[src/itoar_pkg.sv]
// Shared constants, codes and the digit glyph function for the radix text converter.
package itoar_pkg;

    localparam int VALUE_WIDTH_DEFAULT = 32;
    localparam int BASE_W              = 6;
    localparam int LEN_W               = 7;
    localparam int CFG_DATA_W          = 7;
    localparam int CHAR_W              = 8;
    localparam int DIGIT_W             = 6;
    localparam int DIV_BITS_PER_CYCLE  = 4;

    localparam int RADIX_MIN   = 2;
    localparam int RADIX_MAX   = 36;
    localparam int LEN_MIN     = 2;
    localparam int BASE_RESET  = 10;
    localparam int LEN_RESET   = 10;

    localparam logic [CHAR_W-1:0] CHAR_MINUS = 8'h2D;
    localparam logic [CHAR_W-1:0] CHAR_ZERO  = 8'h30;
    localparam logic [CHAR_W-1:0] CHAR_LOW_A = 8'h61;
    localparam logic [CHAR_W-1:0] CHAR_NONE  = 8'h00;

    // Configuration register indexes
    typedef enum logic [0:0] {
        REG_NUMBER_BASE   = 1'b0,
        REG_BUFFER_LENGTH = 1'b1
    } cfg_index_t;

    // Result status codes
    typedef enum logic [1:0] {
        STATUS_OK         = 2'd0,
        STATUS_BAD_CONFIG = 2'd1,
        STATUS_NO_FIT     = 2'd2
    } status_t;

    // Map a digit value to its lower-case ASCII glyph; out-of-range maps to '0'.
    function automatic logic [CHAR_W-1:0] digit_glyph(input logic [DIGIT_W-1:0] digit);
        logic [CHAR_W-1:0] glyph;
        if (digit < DIGIT_W'(10)) begin
            glyph = CHAR_ZERO + CHAR_W'(digit);
        end else if (digit < DIGIT_W'(RADIX_MAX)) begin
            glyph = CHAR_LOW_A + CHAR_W'(digit) - CHAR_W'(10);
        end else begin
            glyph = CHAR_ZERO;
        end
        return glyph;
    endfunction

endpackage

[src/signed_integer_to_ascii_radix_core.sv]
// Top level of the signed integer to ASCII text converter in a configurable radix.
//
//  channel   | direction | handshake                      | payload
//  ----------+-----------+--------------------------------+-----------------------------
//  input     | in        | start, busy (taken: start&!busy)| value
//  result    | out       | strobe (one cycle, no stall)   | character, last, status
//  config    | in        | cfg_wr_en                      | cfg_index, cfg_data
//
// Flow: each digit comes from one pass of the shared divider (4 quotient bits per
// cycle), then the fit check runs, then the sign and the digits leave. A bad radix
// or length answers in the cycle after the word is taken, with busy staying low.
// Reset clears the sequencer, counters and output strobe and loads both config
// registers with 10. The digit store needs no clearing: every entry is written
// before it is read. Once a word's text starts, results leave one per cycle and are never held off.
module signed_integer_to_ascii_radix_core
    import itoar_pkg::*;
#(
    parameter int VALUE_WIDTH = VALUE_WIDTH_DEFAULT
)
(
    input  logic                          clk,
    input  logic                          rst_n,
    input  logic                          start,
    output logic                          busy,
    input  logic signed [VALUE_WIDTH-1:0] value,
    input  logic                          cfg_wr_en,
    input  logic                          cfg_index,
    input  logic [CFG_DATA_W-1:0]         cfg_data,
    output logic                          strobe,
    output logic [CHAR_W-1:0]             character,
    output logic                          last,
    output logic [1:0]                    status
);

    localparam int CNT_W  = $clog2(VALUE_WIDTH + 1);
    localparam int ADDR_W = $clog2(VALUE_WIDTH);
    localparam int CMP_W  = (CNT_W + 1 > LEN_W) ? CNT_W + 1 : LEN_W;

    typedef enum logic [2:0] {
        ST_IDLE,
        ST_DIVIDE,
        ST_CHECK,
        ST_SIGN,
        ST_EMIT
    } state_t;

    state_t              state_reg;
    state_t              state_next;
    logic [BASE_W-1:0]   number_base_reg;
    logic [LEN_W-1:0]    buffer_length_reg;
    logic [CNT_W-1:0]    digit_count_reg;
    logic [CNT_W-1:0]    digit_count_next;
    logic                negative_flag_reg;
    logic                negative_flag_next;
    logic                strobe_reg;
    logic                strobe_next;
    logic [CHAR_W-1:0]   character_reg;
    logic [CHAR_W-1:0]   character_next;
    logic                last_reg;
    logic                last_next;
    status_t             status_reg;
    status_t             status_next;

    // Digit store, least significant digit at entry zero
    logic [DIGIT_W-1:0]  digit_mem [VALUE_WIDTH];
    logic [DIGIT_W-1:0]  rd_data_reg;
    logic [ADDR_W-1:0]   rd_addr;
    logic                mem_we;

    logic                     div_load;
    logic [VALUE_WIDTH-1:0]   div_operand;
    logic                     div_done;
    logic [VALUE_WIDTH-1:0]   div_quotient;
    logic [DIGIT_W-1:0]       div_remainder;

    logic [VALUE_WIDTH-1:0]   value_bits;
    logic [VALUE_WIDTH-1:0]   magnitude;
    logic                     config_bad;
    logic [CMP_W-1:0]         text_len;

    assign value_bits = value;
    // Take the magnitude unsigned so the most negative value converts too.
    assign magnitude  = value_bits[VALUE_WIDTH-1] ? (~value_bits + VALUE_WIDTH'(1))
                                                  : value_bits;
    assign config_bad = (number_base_reg < BASE_W'(RADIX_MIN))
                     || (number_base_reg > BASE_W'(RADIX_MAX))
                     || (buffer_length_reg < LEN_W'(LEN_MIN));
    assign text_len   = CMP_W'(digit_count_reg) + CMP_W'(negative_flag_reg);

    itoar_div #(
        .VALUE_WIDTH (VALUE_WIDTH)
    ) u_div (
        .clk       (clk),
        .rst_n     (rst_n),
        .load      (div_load),
        .dividend  (div_operand),
        .divisor   (number_base_reg),
        .done      (div_done),
        .quotient  (div_quotient),
        .remainder (div_remainder)
    );

    // Configuration registers: write any time the block is idle.
    always_ff @(posedge clk or negedge rst_n)
    begin
        if (!rst_n)
        begin
            number_base_reg   <= BASE_W'(BASE_RESET);
            buffer_length_reg <= LEN_W'(LEN_RESET);
        end
        else if (cfg_wr_en)
        begin
            unique case (cfg_index)
                REG_NUMBER_BASE:   number_base_reg   <= cfg_data[BASE_W-1:0];
                REG_BUFFER_LENGTH: buffer_length_reg <= cfg_data[LEN_W-1:0];
                default:           ;
            endcase
        end
    end

    // Sequencer: answer a bad configuration at once, else divide repeatedly, check fit, then drain sign and digits.
    always_comb
    begin
        state_next         = state_reg;
        digit_count_next   = digit_count_reg;
        negative_flag_next = negative_flag_reg;
        strobe_next        = 1'b0;
        character_next     = character_reg;
        last_next          = last_reg;
        status_next        = status_reg;
        div_load           = 1'b0;
        div_operand        = div_quotient;
        mem_we             = 1'b0;
        rd_addr            = ADDR_W'(digit_count_reg - CNT_W'(1));

        unique case (state_reg)
            ST_IDLE:
            begin
                if (start)
                begin
                    digit_count_next = '0;
                    if (config_bad)
                    begin
                        negative_flag_next = 1'b0;
                        strobe_next        = 1'b1;
                        character_next     = CHAR_NONE;
                        last_next          = 1'b1;
                        status_next        = STATUS_BAD_CONFIG;
                    end
                    else
                    begin
                        negative_flag_next = value_bits[VALUE_WIDTH-1];
                        div_load           = 1'b1;
                        div_operand        = magnitude;
                        state_next         = ST_DIVIDE;
                    end
                end
            end

            ST_DIVIDE:
            begin
                if (div_done)
                begin
                    if (digit_count_reg < CNT_W'(VALUE_WIDTH))
                    begin
                        mem_we           = 1'b1;
                        digit_count_next = digit_count_reg + CNT_W'(1);
                    end
                    // Relaunch on the quotient until it reaches zero.
                    if (div_quotient != '0)
                    begin
                        div_load = 1'b1;
                    end
                    else
                    begin
                        state_next = ST_CHECK;
                    end
                end
            end

            ST_CHECK:
            begin
                if (text_len >= CMP_W'(buffer_length_reg))
                begin
                    digit_count_next   = '0;
                    negative_flag_next = 1'b0;
                    strobe_next        = 1'b1;
                    character_next     = CHAR_NONE;
                    last_next          = 1'b1;
                    status_next        = STATUS_NO_FIT;
                    state_next         = ST_IDLE;
                end
                else if (negative_flag_reg)
                begin
                    state_next = ST_SIGN;
                end
                else
                begin
                    state_next = ST_EMIT;
                end
            end

            ST_SIGN:
            begin
                strobe_next    = 1'b1;
                character_next = CHAR_MINUS;
                last_next      = 1'b0;
                status_next    = STATUS_OK;
                state_next     = ST_EMIT;
            end

            ST_EMIT:
            begin
                // Read data holds the digit for this cycle; fetch the next lower one.
                rd_addr          = ADDR_W'(digit_count_reg - CNT_W'(2));
                strobe_next      = 1'b1;
                character_next   = digit_glyph(rd_data_reg);
                last_next        = (digit_count_reg == CNT_W'(1));
                status_next      = STATUS_OK;
                digit_count_next = digit_count_reg - CNT_W'(1);
                if (digit_count_reg == CNT_W'(1))
                begin
                    state_next = ST_IDLE;
                end
            end

            default:
            begin
                state_next = ST_IDLE;
            end
        endcase
    end

    always_ff @(posedge clk or negedge rst_n)
    begin
        if (!rst_n)
        begin
            state_reg         <= ST_IDLE;
            digit_count_reg   <= '0;
            negative_flag_reg <= 1'b0;
            strobe_reg        <= 1'b0;
            character_reg     <= CHAR_NONE;
            last_reg          <= 1'b0;
            status_reg        <= STATUS_OK;
        end
        else
        begin
            state_reg         <= state_next;
            digit_count_reg   <= digit_count_next;
            negative_flag_reg <= negative_flag_next;
            strobe_reg        <= strobe_next;
            character_reg     <= character_next;
            last_reg          <= last_next;
            status_reg        <= status_next;
        end
    end

    // Digit store: one write and one registered read per cycle.
    always_ff @(posedge clk)
    begin
        if (mem_we)
        begin
            digit_mem[digit_count_reg[ADDR_W-1:0]] <= div_remainder;
        end
        rd_data_reg <= digit_mem[rd_addr];
    end

    assign busy      = (state_reg != ST_IDLE);
    assign strobe    = strobe_reg;
    assign character = character_reg;
    assign last      = last_reg;
    assign status    = status_reg;

endmodule

[src/itoar_div.sv]
// Iterative restoring divider: magnitude by a narrow radix, a few quotient bits per cycle.
module itoar_div
    import itoar_pkg::*;
#(
    parameter int VALUE_WIDTH = VALUE_WIDTH_DEFAULT
)
(
    input  logic                   clk,
    input  logic                   rst_n,
    input  logic                   load,
    input  logic [VALUE_WIDTH-1:0] dividend,
    input  logic [BASE_W-1:0]      divisor,
    output logic                   done,
    output logic [VALUE_WIDTH-1:0] quotient,
    output logic [DIGIT_W-1:0]     remainder
);

    localparam int STEP_BITS = DIV_BITS_PER_CYCLE;
    localparam int PAD_W     = ((VALUE_WIDTH + STEP_BITS - 1) / STEP_BITS) * STEP_BITS;
    localparam int STEPS     = PAD_W / STEP_BITS;
    localparam int STEP_CW   = $clog2(STEPS + 1);

    logic [PAD_W-1:0]   acc_reg;
    logic [PAD_W-1:0]   acc_next;
    logic [DIGIT_W-1:0] rem_reg;
    logic [DIGIT_W-1:0] rem_next;
    logic [STEP_CW-1:0] step_reg;
    logic               run_reg;
    logic               done_reg;

    // One radix-2 restoring step per bit; the partial remainder stays below the divisor.
    always_comb
    begin
        logic [DIGIT_W:0] trial;
        logic             fits;
        rem_next = rem_reg;
        acc_next = acc_reg;
        for (int i = 0; i < STEP_BITS; i++)
        begin
            trial = {rem_next, acc_next[PAD_W-1]};
            fits  = (trial >= {1'b0, divisor});
            if (fits)
            begin
                rem_next = DIGIT_W'(trial - {1'b0, divisor});
            end
            else
            begin
                rem_next = trial[DIGIT_W-1:0];
            end
            acc_next = {acc_next[PAD_W-2:0], fits};
        end
    end

    always_ff @(posedge clk or negedge rst_n)
    begin
        if (!rst_n)
        begin
            run_reg  <= 1'b0;
            done_reg <= 1'b0;
            step_reg <= '0;
        end
        else if (load)
        begin
            run_reg  <= 1'b1;
            done_reg <= 1'b0;
            step_reg <= STEP_CW'(STEPS);
        end
        else if (run_reg)
        begin
            step_reg <= step_reg - STEP_CW'(1);
            if (step_reg == STEP_CW'(1))
            begin
                run_reg  <= 1'b0;
                done_reg <= 1'b1;
            end
        end
        else
        begin
            done_reg <= 1'b0;
        end
    end

    always_ff @(posedge clk)
    begin
        if (load)
        begin
            acc_reg <= PAD_W'(dividend);
            rem_reg <= '0;
        end
        else if (run_reg)
        begin
            acc_reg <= acc_next;
            rem_reg <= rem_next;
        end
    end

    assign done      = done_reg;
    assign quotient  = acc_reg[VALUE_WIDTH-1:0];
    assign remainder = rem_reg;

endmodule

[config.mk]
export PLATFORM = sky130hd
export DESIGN_NAME = signed_integer_to_ascii_radix_core
export DESIGN_NICKNAME = d
export VERILOG_FILES = /design/src/itoar_pkg.sv /design/src/signed_integer_to_ascii_radix_core.sv /design/src/itoar_div.sv
export SDC_FILE = /design/constraint.sdc
export NUM_CORES = 1
export LEC_CHECK = 0
export BUFFER_PORTS_ARGS = -buffer_cell sky130_fd_sc_hd__buf_2
export CORE_UTILIZATION = 40
export CTS_BUF_LIST = sky130_fd_sc_hd__clkbuf_2 sky130_fd_sc_hd__clkbuf_4 sky130_fd_sc_hd__clkbuf_8
export DETAILED_ROUTE_END_ITERATION = 6
export PLACE_DENSITY = 0.68
export SLEW_MARGIN = 20
export SYNTH_ARGS = -nofsm -noshare
export SYNTH_HDL_FRONTEND = slang
export SYNTH_HIERARCHICAL = 1
export SYNTH_SLANG_ARGS = --single-unit
[constraint.sdc]
create_clock -name clk -period 7.08 [get_ports clk]
set_input_delay 0.354 -clock clk [delete_from_list [all_inputs] [get_ports clk]]
set_output_delay 0.354 -clock clk [all_outputs]
set_load 0.05 [all_outputs]
==> results.cfg, run 1 <==
[outcome]
status = complete, no violations

[placed_design]
dp_hpwl_mm = 22.3
place_congestion = 0.874
port_buffers = 56
place_area_mm2 = 0.0154

[setup_path]
crit_slowest_cell = a2111o_1
cp.required_ns = 7.52
cpPeakStageDelay_ns = 0.45
path_max_fanout = 8
criticalPathCategory = reg2reg
crit_path_frequent_cell = o21ai_2
cp.arrival_ns = 7.29
rr_worst_depth = 32
setup.worst_path.end_class = flip-flop
startpoint_type = flip-flop

[min_path]
holdPathStages = 2
hold_path.class = in2reg

[route]
drt_wl_total_mm = 33.4
drt-wirelength-per-cell_um = 19.0
vias = 9866
dr.pass1.iters = 5
viasPerCell = 5.60
drcViolationCount = 0
first_iter_violations = 858
drt.antenna.violating_nets = 0

[final_layout]
final_nets = 1367
layout-area-overhead-vs-synth_pct = 15.9
diodes = 0
largest_reg_flops = 192
fillers = 3179
layout-drive-gt1-share = 0.287
final_cell_mix = edfxtp_1, nand2_1, mux2_2
mostFrequentLayoutCell = edfxtp_1
stdcell_area_mm2 = 0.0168

[grt]
grt_pass1_vias = 9670
overflow = 0
grt_max_degree = 67
antenna_found_initial = 2
track_usage = 0.181
grt_pass1_wl_mm = 52.2

[synth]
yosysSeqAreaShare = 0.553
syn_nets = 1256
ys_types = 83
synth_ff_type = edfxtp_1
syn_inst = 1157
synth-edff-count = 224
synthesis.area_mm2 = 0.0145
ys_ff_latch = 277
yosysWarnings = 6
async_flop_share = 0.148
avgSynthCellArea_um2 = 12.5

[floorplan]
core_area_mm2 = 0.0356
rows = 69
start_util = 0.407
die-area_mm2 = 0.0369
num_io_pins = 57
die_y_um = 192
die_x_um = 192

[clocking]
clock_latency_ns = 0.56
cts_root_buf = clkbuf_8
clockBufferDepth = 3
cts_max_level = 2
clkTransAtPathRegs_ns = 0.06
cts_tree = done
cts_buffers = 46
clock-sinks = 277

[sta]
slew_viol_final = 0
fmax_mhz = 146
hold_viol = 0
slew_headroom = 0.350
setup_viol = 0
skew_ns = 0.0429
worst_pin_slew_ns = 0.976
fin_crit_sh = 0.967
hold_slack_ns = 0.0835
min_period_ns = 6.85

[job]
maxCapViolCount = 0
-- critical path, delay by kind of cell, from the launching register on --
kind | cells | cell delay (ns)
adder cells (fa/ha/maj) | 4 | 1.19
AND/OR/NAND/NOR | 6 | 1.05
multiplexers | 1 | 0.25
AO/OA/AOI/OAI | 15 | 3.00
XOR/XNOR | 1 | 0.16
flip-flops | 1 | 0.41
buffers and inverters | 5 | 0.69
-- synth_stat cells (3+ instances only) --
master      n  share of area
edfxtp_1  224           0.46
nand2_1    96          0.025
mux2_2     83          0.065
o21ai_0    83          0.029
nor2_1     78          0.020
a21oi_1    55          0.019
ha_1       51          0.044
inv_1      50          0.013
dfrtp_1    37          0.064
clkbuf_1   32         0.0083
xor2_1     30          0.018
mux4_2     29          0.045
xnor2_1    25          0.015
mux2i_1    18          0.012
a22oi_1    14         0.0073
nor3_1     14         0.0048
nor4_1     14         0.0061
a21o_1     12         0.0062
dfxtp_1    12          0.017
buf_2      11         0.0038
nand3_1    11         0.0038
nand4_1    11         0.0048
a31oi_1    10         0.0043
nor2b_1    10         0.0043
o31ai_1    10         0.0052
a32oi_1     9         0.0054
o21a_1      9         0.0047
nand2b_1    8         0.0035
o41ai_1     8         0.0048
or3_1       8         0.0035
o211ai_1    5         0.0026
o21ai_1     5         0.0017
o22ai_1     5         0.0022
and3_1      4         0.0017
dfstp_2     4         0.0073
fa_1        4         0.0055
nand3b_1    4         0.0021
or4_1       4         0.0021
a211oi_1    3         0.0016
a22o_1      3         0.0018
buf_6       3         0.0023
o31a_1      3         0.0018
-- cells by family after synthesis --
kind of cell / synth area share
DFF: 0.553
and+or+nand+nor: 0.0895
AOI/OAI and AO/OA: 0.121
muxes: 0.125
buffers and inverters: 0.0292
xor gates and xnor gates: 0.0333
adders and majority gates: 0.0496
-- per-stage QoR --
step / utilization / TNS [ns] / std cells / setup WS [ns]
3_3_place_gp: 0.434 / 0 / 1660 / 0.146
6_report: 0.472 / 0 / 1763 / 0.234
4_1_cts: 0.462 / 0 / 1745 / 0.0364
3_5_place_dp: 0.434 / -0.940 / 1660 / -0.212
5_1_grt: 0.472 / -0.663 / 1763 / -0.132
2_1_floorplan: - / 0 / 1157 / 0.0123
-- repair_timing --
item,CTS,global route
hold buffers,1,0
setup endpoints to repair,7,7
gates resized for setup,2,43
pin swaps,2,26
buffers inserted,2,18
endpoints found under the hold margin,28,0
-- per-layer routing --
metal	vias to the layer above	wire length, um	global-route usage	part of all wire
li1	4634	-	-	-
met1	4865	14200	0.234	0.42
met2	303	16800	0.314	0.50
met3	60	1800	0.0307	0.054
met4	4	590	0.0430	0.018
met5	-	31	0	0.00093
-- cell type report --
cell class	instances	area, um2	area share
flip-flops and latches	277	8010	0.477
clock buffers	68	811	0.0483
inverters	51	191	0.0114
multi-input cells	779	6320	0.377
repair buffers	113	718	0.0428
clock inverters	14	150	0.00895
well taps	461	577	0.0344
-- worst paths after layout --
check | start | endpoint | slack [ns]
max in group asynchronous | rst_n | number_base_reg[4]$_DFFE_PN0P_ | 5.94
worst min register to register | character[7]$_DFFE_PN0P_ | character[7]$_DFFE_PN0P_ | 0.47
worst max-delay path | number_base_reg[2]$_DFFE_PN0P_ | u_div/remainder[1]$_SDFFE_PP0P_ | 0.23
worst min-delay path | cfg_data[3] | buffer_length_reg[3]$_DFFE_PN1P_ | 0.08
worst max register to register | number_base_reg[2]$_DFFE_PN0P_ | u_div/remainder[1]$_SDFFE_PP0P_ | 0.23
min in group asynchronous | rst_n | character[7]$_DFFE_PN0P_ | 0.47
Power of run 1 is left out: the tool's default activity adds up to more than one toggle a clock period on the data nets, which glitch-free logic cannot reach.
==> inputs of run 2 (changes only) <==
Settings changed: CELL_PAD_IN_SITES_DETAIL_PLACEMENT set to 0, CELL_PAD_IN_SITES_GLOBAL_PLACEMENT set to 2, PLACE_DENSITY 0.68 to 0.87.
==> run 2 against run 1 <==
Net effect: wire length is 2.3% higher; final cell count down 0.51%; register-to-register slack better by 0.10 ns; hold slack lost 0.034 ns; final area fell by 0.76%; global-route usage grew 0.63 points; flip-flop and latch count is the same; non-clock buffer count down 8; clock skew decreased by 0.015 ns; critical path depth decreased by 1; core utilization down 0.36 points; count of clock-buffer cells in the layout down 5.
==> results.cfg, run 2 (synthesized netlist as in run 1, its figures left out) <==
[outcome]
status = complete, no violations

[setup_path]
setup.worst_path.end_class = flip-flop
path_max_fanout = 7
cp.arrival_ns = 7.21
startpoint_type = flip-flop
cp.required_ns = 7.55
critical_path.startpoint = number_base_reg[3]$_DFFE_PN1P_
timing.rr.start = number_base_reg[3]$_DFFE_PN1P_
cpPeakStageDelay_ns = 0.55
crit_slowest_cell = dfstp_2
criticalPathCategory = reg2reg

[placed_design]
dp_hpwl_mm = 23.1
place_congestion = 0.877
port_buffers = 56
place_area_mm2 = 0.0154

[grt]
track_usage = 0.187
grt_max_degree = 67
grt_pass1_vias = 9705
overflow = 0
grt_pass1_wl_mm = 53.2
antenna_found_initial = 0

[sta]
tns_ns = 0
min_period_ns = 6.74
hold_viol = 0
hold_slack_ns = 0.0496
worst_pin_slew_ns = 1.05
skew_ns = 0.0281
slew_viol_final = 0
fin_crit_sh = 0.952
slew_headroom = 0.296
rsz0062_at_grt = no
setup_viol = 0
fmax_mhz = 148

[final_layout]
stdcell_area_mm2 = 0.0166
largest_reg_flops = 192
diodes = 0
final_nets = 1359
layout-drive-gt1-share = 0.271
mostFrequentLayoutCell = edfxtp_1
fillers = 3248
final_cell_mix = edfxtp_1, nand2_1, mux2_2
post-route-util = 0.468
layout-area-overhead-vs-synth_pct = 15.0

[route]
dr.pass1.iters = 5
first_iter_violations = 719
drt-wirelength-per-cell_um = 19.5
viasPerCell = 5.52
drt_wl_total_mm = 34.2
drcViolationCount = 0
vias = 9688
drt.antenna.violating_nets = 0

[min_path]
hp-start = cfg_data[3]
hold_path.class = in2reg

[clocking]
cts_max_level = 2
clkTransAtPathRegs_ns = 0.06
clock_latency_ns = 0.58
cts_tree = done
clock-sinks = 277
cts_buffers = 46
clockBufferDepth = 3
cts_root_buf = clkbuf_8

[floorplan]
die_y_um = 192
rows = 69
num_io_pins = 57
start_util = 0.407
die-area_mm2 = 0.0369
die_x_um = 192
core_area_mm2 = 0.0356

[job]
maxCapViolCount = 0
-- run 2: cell count changes in the layout (fill, tap and decap cells not counted), sizes merged --
cell / before / now
buf: 112 / 104
clkinv: 10 / 12
clkbuf: 68 / 63
inv: 51 / 52
clkinvlp: 1 / 2
-- run 2: final cells by class --
type | instances | area [um2] | area share
Clock buffer | 63 | 779 | 0.0468
Clock inverter | 18 | 186 | 0.0112
Inverter | 51 | 191 | 0.0115
Multi-Input combinational cell | 779 | 6250 | 0.375
Sequential cell | 277 | 8010 | 0.481
Tap cell | 461 | 577 | 0.0347
Timing Repair Buffer | 105 | 658 | 0.0395
-- run 2: through the flow --
| step | worst slack (ns) | std cells |
|---|---|---|
| 2_1_floorplan | 0.0123 | 1157 |
| 3_3_place_gp | 0.0110 | 1659 |
| 3_5_place_dp | -0.118 | 1659 |
| 4_1_cts | 0.0216 | 1741 |
| 5_1_grt | 0.00780 | 1754 |
| 6_report | 0.338 | 1754 |
-- run 2: routing by layer --
metal | GRT usage | part of all wire | vias up
met5 | 0 | 0 | -
li1 | - | - | 4599
met3 | 0.0292 | 0.044 | 59
met4 | 0.0624 | 0.024 | 0
met1 | 0.248 | 0.44 | 4790
met2 | 0.312 | 0.49 | 240
-- run 2: final timing paths --
path                       slack, ns  depth (start not counted)                         endpoint
max in group asynchronous       5.97                          2   number_base_reg[5]$_DFFE_PN0P_
max                             0.34                         31  u_div/remainder[0]$_SDFFE_PP0P_
min                             0.05                          2   number_base_reg[3]$_DFFE_PN1P_
min reg2reg                     0.47                          1            status[0]$_DFFE_PN0P_
min in group asynchronous       0.47                          2         character[1]$_DFFE_PN0P_
max reg2reg                     0.34                         31  u_div/remainder[0]$_SDFFE_PP0P_
-- run 2: timing repair --
action	in CTS	in global routing
hold buffers	1	0
hold endpoints to repair	37	0
pin swaps	2	17
setup endpoints to repair	7	7
setup buffers	0	13
resized for setup	4	24
-- run 2: worst max-delay path: cells and delay by family (launching register included) --
kind	cells	cell delay, ns
compound gates	16	3.18
mux	1	0.25
buf+inv	4	0.42
fa+ha+maj	4	1.17
flops	1	0.55
simple gates	5	0.92
xor+xnor	1	0.16
Power of run 2 is left out for the same reason.
==> inputs of run 3 (changes only) <==
Settings changed: CORE_UTILIZATION 40 to 41, PLACE_DENSITY 0.87 to 0.89.
==> run 3 against run 2 <==
Net effect: hold slack better by 0.020 ns; non-clock buffer count is 2 lower; clock skew is 0.0024 ns higher; maximum frequency hardly changed; critical path depth is 2 lower; global-route usage is 0.43 points higher; flip-flop and latch count stayed put; first-iteration DRC count is 7.5% lower; sequential share of layout area is 0.39 points higher; wire length is 1.2% lower; register-to-register slack hardly changed; core utilization is 0.89 points higher; critical path type unchanged.
==> results.cfg, run 3 (synthesized netlist as in run 1, its figures left out) <==
[min_path]
holdPathStages = 2
hold_path.class = in2reg

[setup_path]
critical_path.startpoint = number_base_reg[3]$_DFFE_PN1P_
timing.rr.start = number_base_reg[3]$_DFFE_PN1P_
cpPeakStageDelay_ns = 0.54
rrSetupSlack_ns = 0.33
path_max_fanout = 8
criticalPathCategory = reg2reg
worst-path-buf-inv = 3
startpoint_type = flip-flop
critPathTopFamily = compound AO/OA/AOI/OAI gates
cp.arrival_ns = 7.21
rr_worst_depth = 29
crit_slowest_cell = dfstp_2
worstSetupPathDepth = 29
crit_path_frequent_cell = ha_1
crit_end = u_div/remainder[0]$_SDFFE_PP0P_
cp.required_ns = 7.54
setup.worst_path.end_class = flip-flop
reg2reg_to = u_div/remainder[0]$_SDFFE_PP0P_

[grt]
globalRoute.busiestLayer = met2
grt_max_degree = 65
grt_pass1_vias = 9865
overflow = 0
grtUsageMet3 = 0.0266
use_met1 = 0.251
track_usage = 0.191
use_met2 = 0.324
antenna_found_initial = 0
grt_pass1_wl_mm = 53.4

[route]
drt.antenna.violating_nets = 0
dr.pass1.iters = 5
first_iter_violations = 665
drcViolationCount = 0
drt-wirelength-per-cell_um = 19.3
drt_wl_total_mm = 33.8
viasPerCell = 5.49
vias = 9582

[sta]
fin_crit_sh = 0.953
setup_viol = 0
skew_ns = 0.0304
worst_pin_slew_ns = 1.09
slew_viol_final = 0
tns_ns = 0
rsz0062_at_grt = no
min_period_ns = 6.75
fmax_mhz = 148
hold_viol = 0
slew_headroom = 0.269

[floorplan]
die_x_um = 190
die-area_mm2 = 0.0360
start_util = 0.418
die_y_um = 190
rows = 68
num_io_pins = 57
core_area_mm2 = 0.0346

[clocking]
cts_root_buf = clkbuf_8
clockBufferDepth = 3
clock-sinks = 277
cts_tree = done
cts_max_level = 2
clkTransAtPathRegs_ns = 0.06
clock_latency_ns = 0.57
cts_buffers = 44

[placed_design]
place_congestion = 0.871
dp_hpwl_mm = 23.2
port_buffers = 56

[final_layout]
layout-drive-gt1-share = 0.259
largest_reg_flops = 192
final_nets = 1355
diodes = 0
final_cell_mix = edfxtp_1, nand2_1, mux2_2
layout-area-overhead-vs-synth_pct = 14.1
mostFrequentLayoutCell = edfxtp_1

[outcome]
status = complete, no violations

[job]
maxCapViolCount = 0
run 3: cell count changes in the layout (fill, tap and decap cells not counted), sizes merged:
| cell | previous run | this run |
|---|---|---|
| clkinvlp | 2 | 0 |
| clkbuf | 63 | 60 |
| buf | 104 | 102 |
| clkinv | 12 | 18 |
| bufinv | 3 | 1 |
| inv | 52 | 53 |
run 3: per-layer routing:
layer  wire length, um  share of wire
met3              1540          0.046
met1             14500           0.43
met2             16800           0.50
met5                 0              0
met4               916          0.027
run 3: layout make-up:
cell class	instances	area, um2
sequential	277	8010
multi-input combinational	779	6210
fill	3107	18100
clock buffer	60	769
clock inverter	21	128
inverter	51	191
tap	455	569
timing repair buffer	103	639
run 3: worst min path at each step:
stage / start / to / slack [ns]
after global placement: character[7]$_DFFE_PN0P_ / character[7]$_DFFE_PN0P_ / 0.46
after global routing: cfg_data[4] / number_base_reg[4]$_DFFE_PN0P_ / 0.06
after floorplan: rst_n / buffer_length_reg[0]$_DFFE_PN0P_ / 0.06
after CTS: cfg_data[3] / number_base_reg[3]$_DFFE_PN1P_ / 0.04
final: cfg_data[3] / number_base_reg[3]$_DFFE_PN1P_ / 0.07
after detailed placement: character[0]$_DFFE_PN0P_ / character[0]$_DFFE_PN0P_ / 0.46
run 3: stage by stage:
| stage | setup slack [ns] | hold slack [ns] | cells | cell area, um2 | utilization |
|---|---|---|---|---|---|
| floorplan | 0.0123 | 0.0584 | 1157 | 14500 | - |
| global placement | -0.0124 | 0.458 | 1654 | 15400 | 0.446 |
| detailed placement | -0.248 | 0.461 | 1654 | 15400 | 0.446 |
| CTS | 0.0288 | 0.0419 | 1740 | 16400 | 0.474 |
| global route | 0.0152 | 0.0634 | 1746 | 16500 | 0.477 |
| finish | 0.333 | 0.0697 | 1746 | 16500 | 0.477 |
run 3: worst register-to-register path, delay by kind of cell, from the launching register on:
kind                     cells  cell delay, ns
adder cells (fa/ha/maj)      4            1.10
AND/OR/NAND/NOR              4            0.57
flip-flops                   1            0.54
AO/OA/AOI/OAI               16            3.50
buffers and inverters        3            0.42
multiplexers                 2            0.55
run 3: timing repair:
item	4_1_cts	5_1_grt
gates resized for setup	6	16
hold buffers	1	0
gates cloned	0	0
buffers inserted	4	6
pin swaps	5	11
endpoints found under the setup margin	7	7
endpoints found under the hold margin	37	0
Power of run 3 is left out for the same reason.
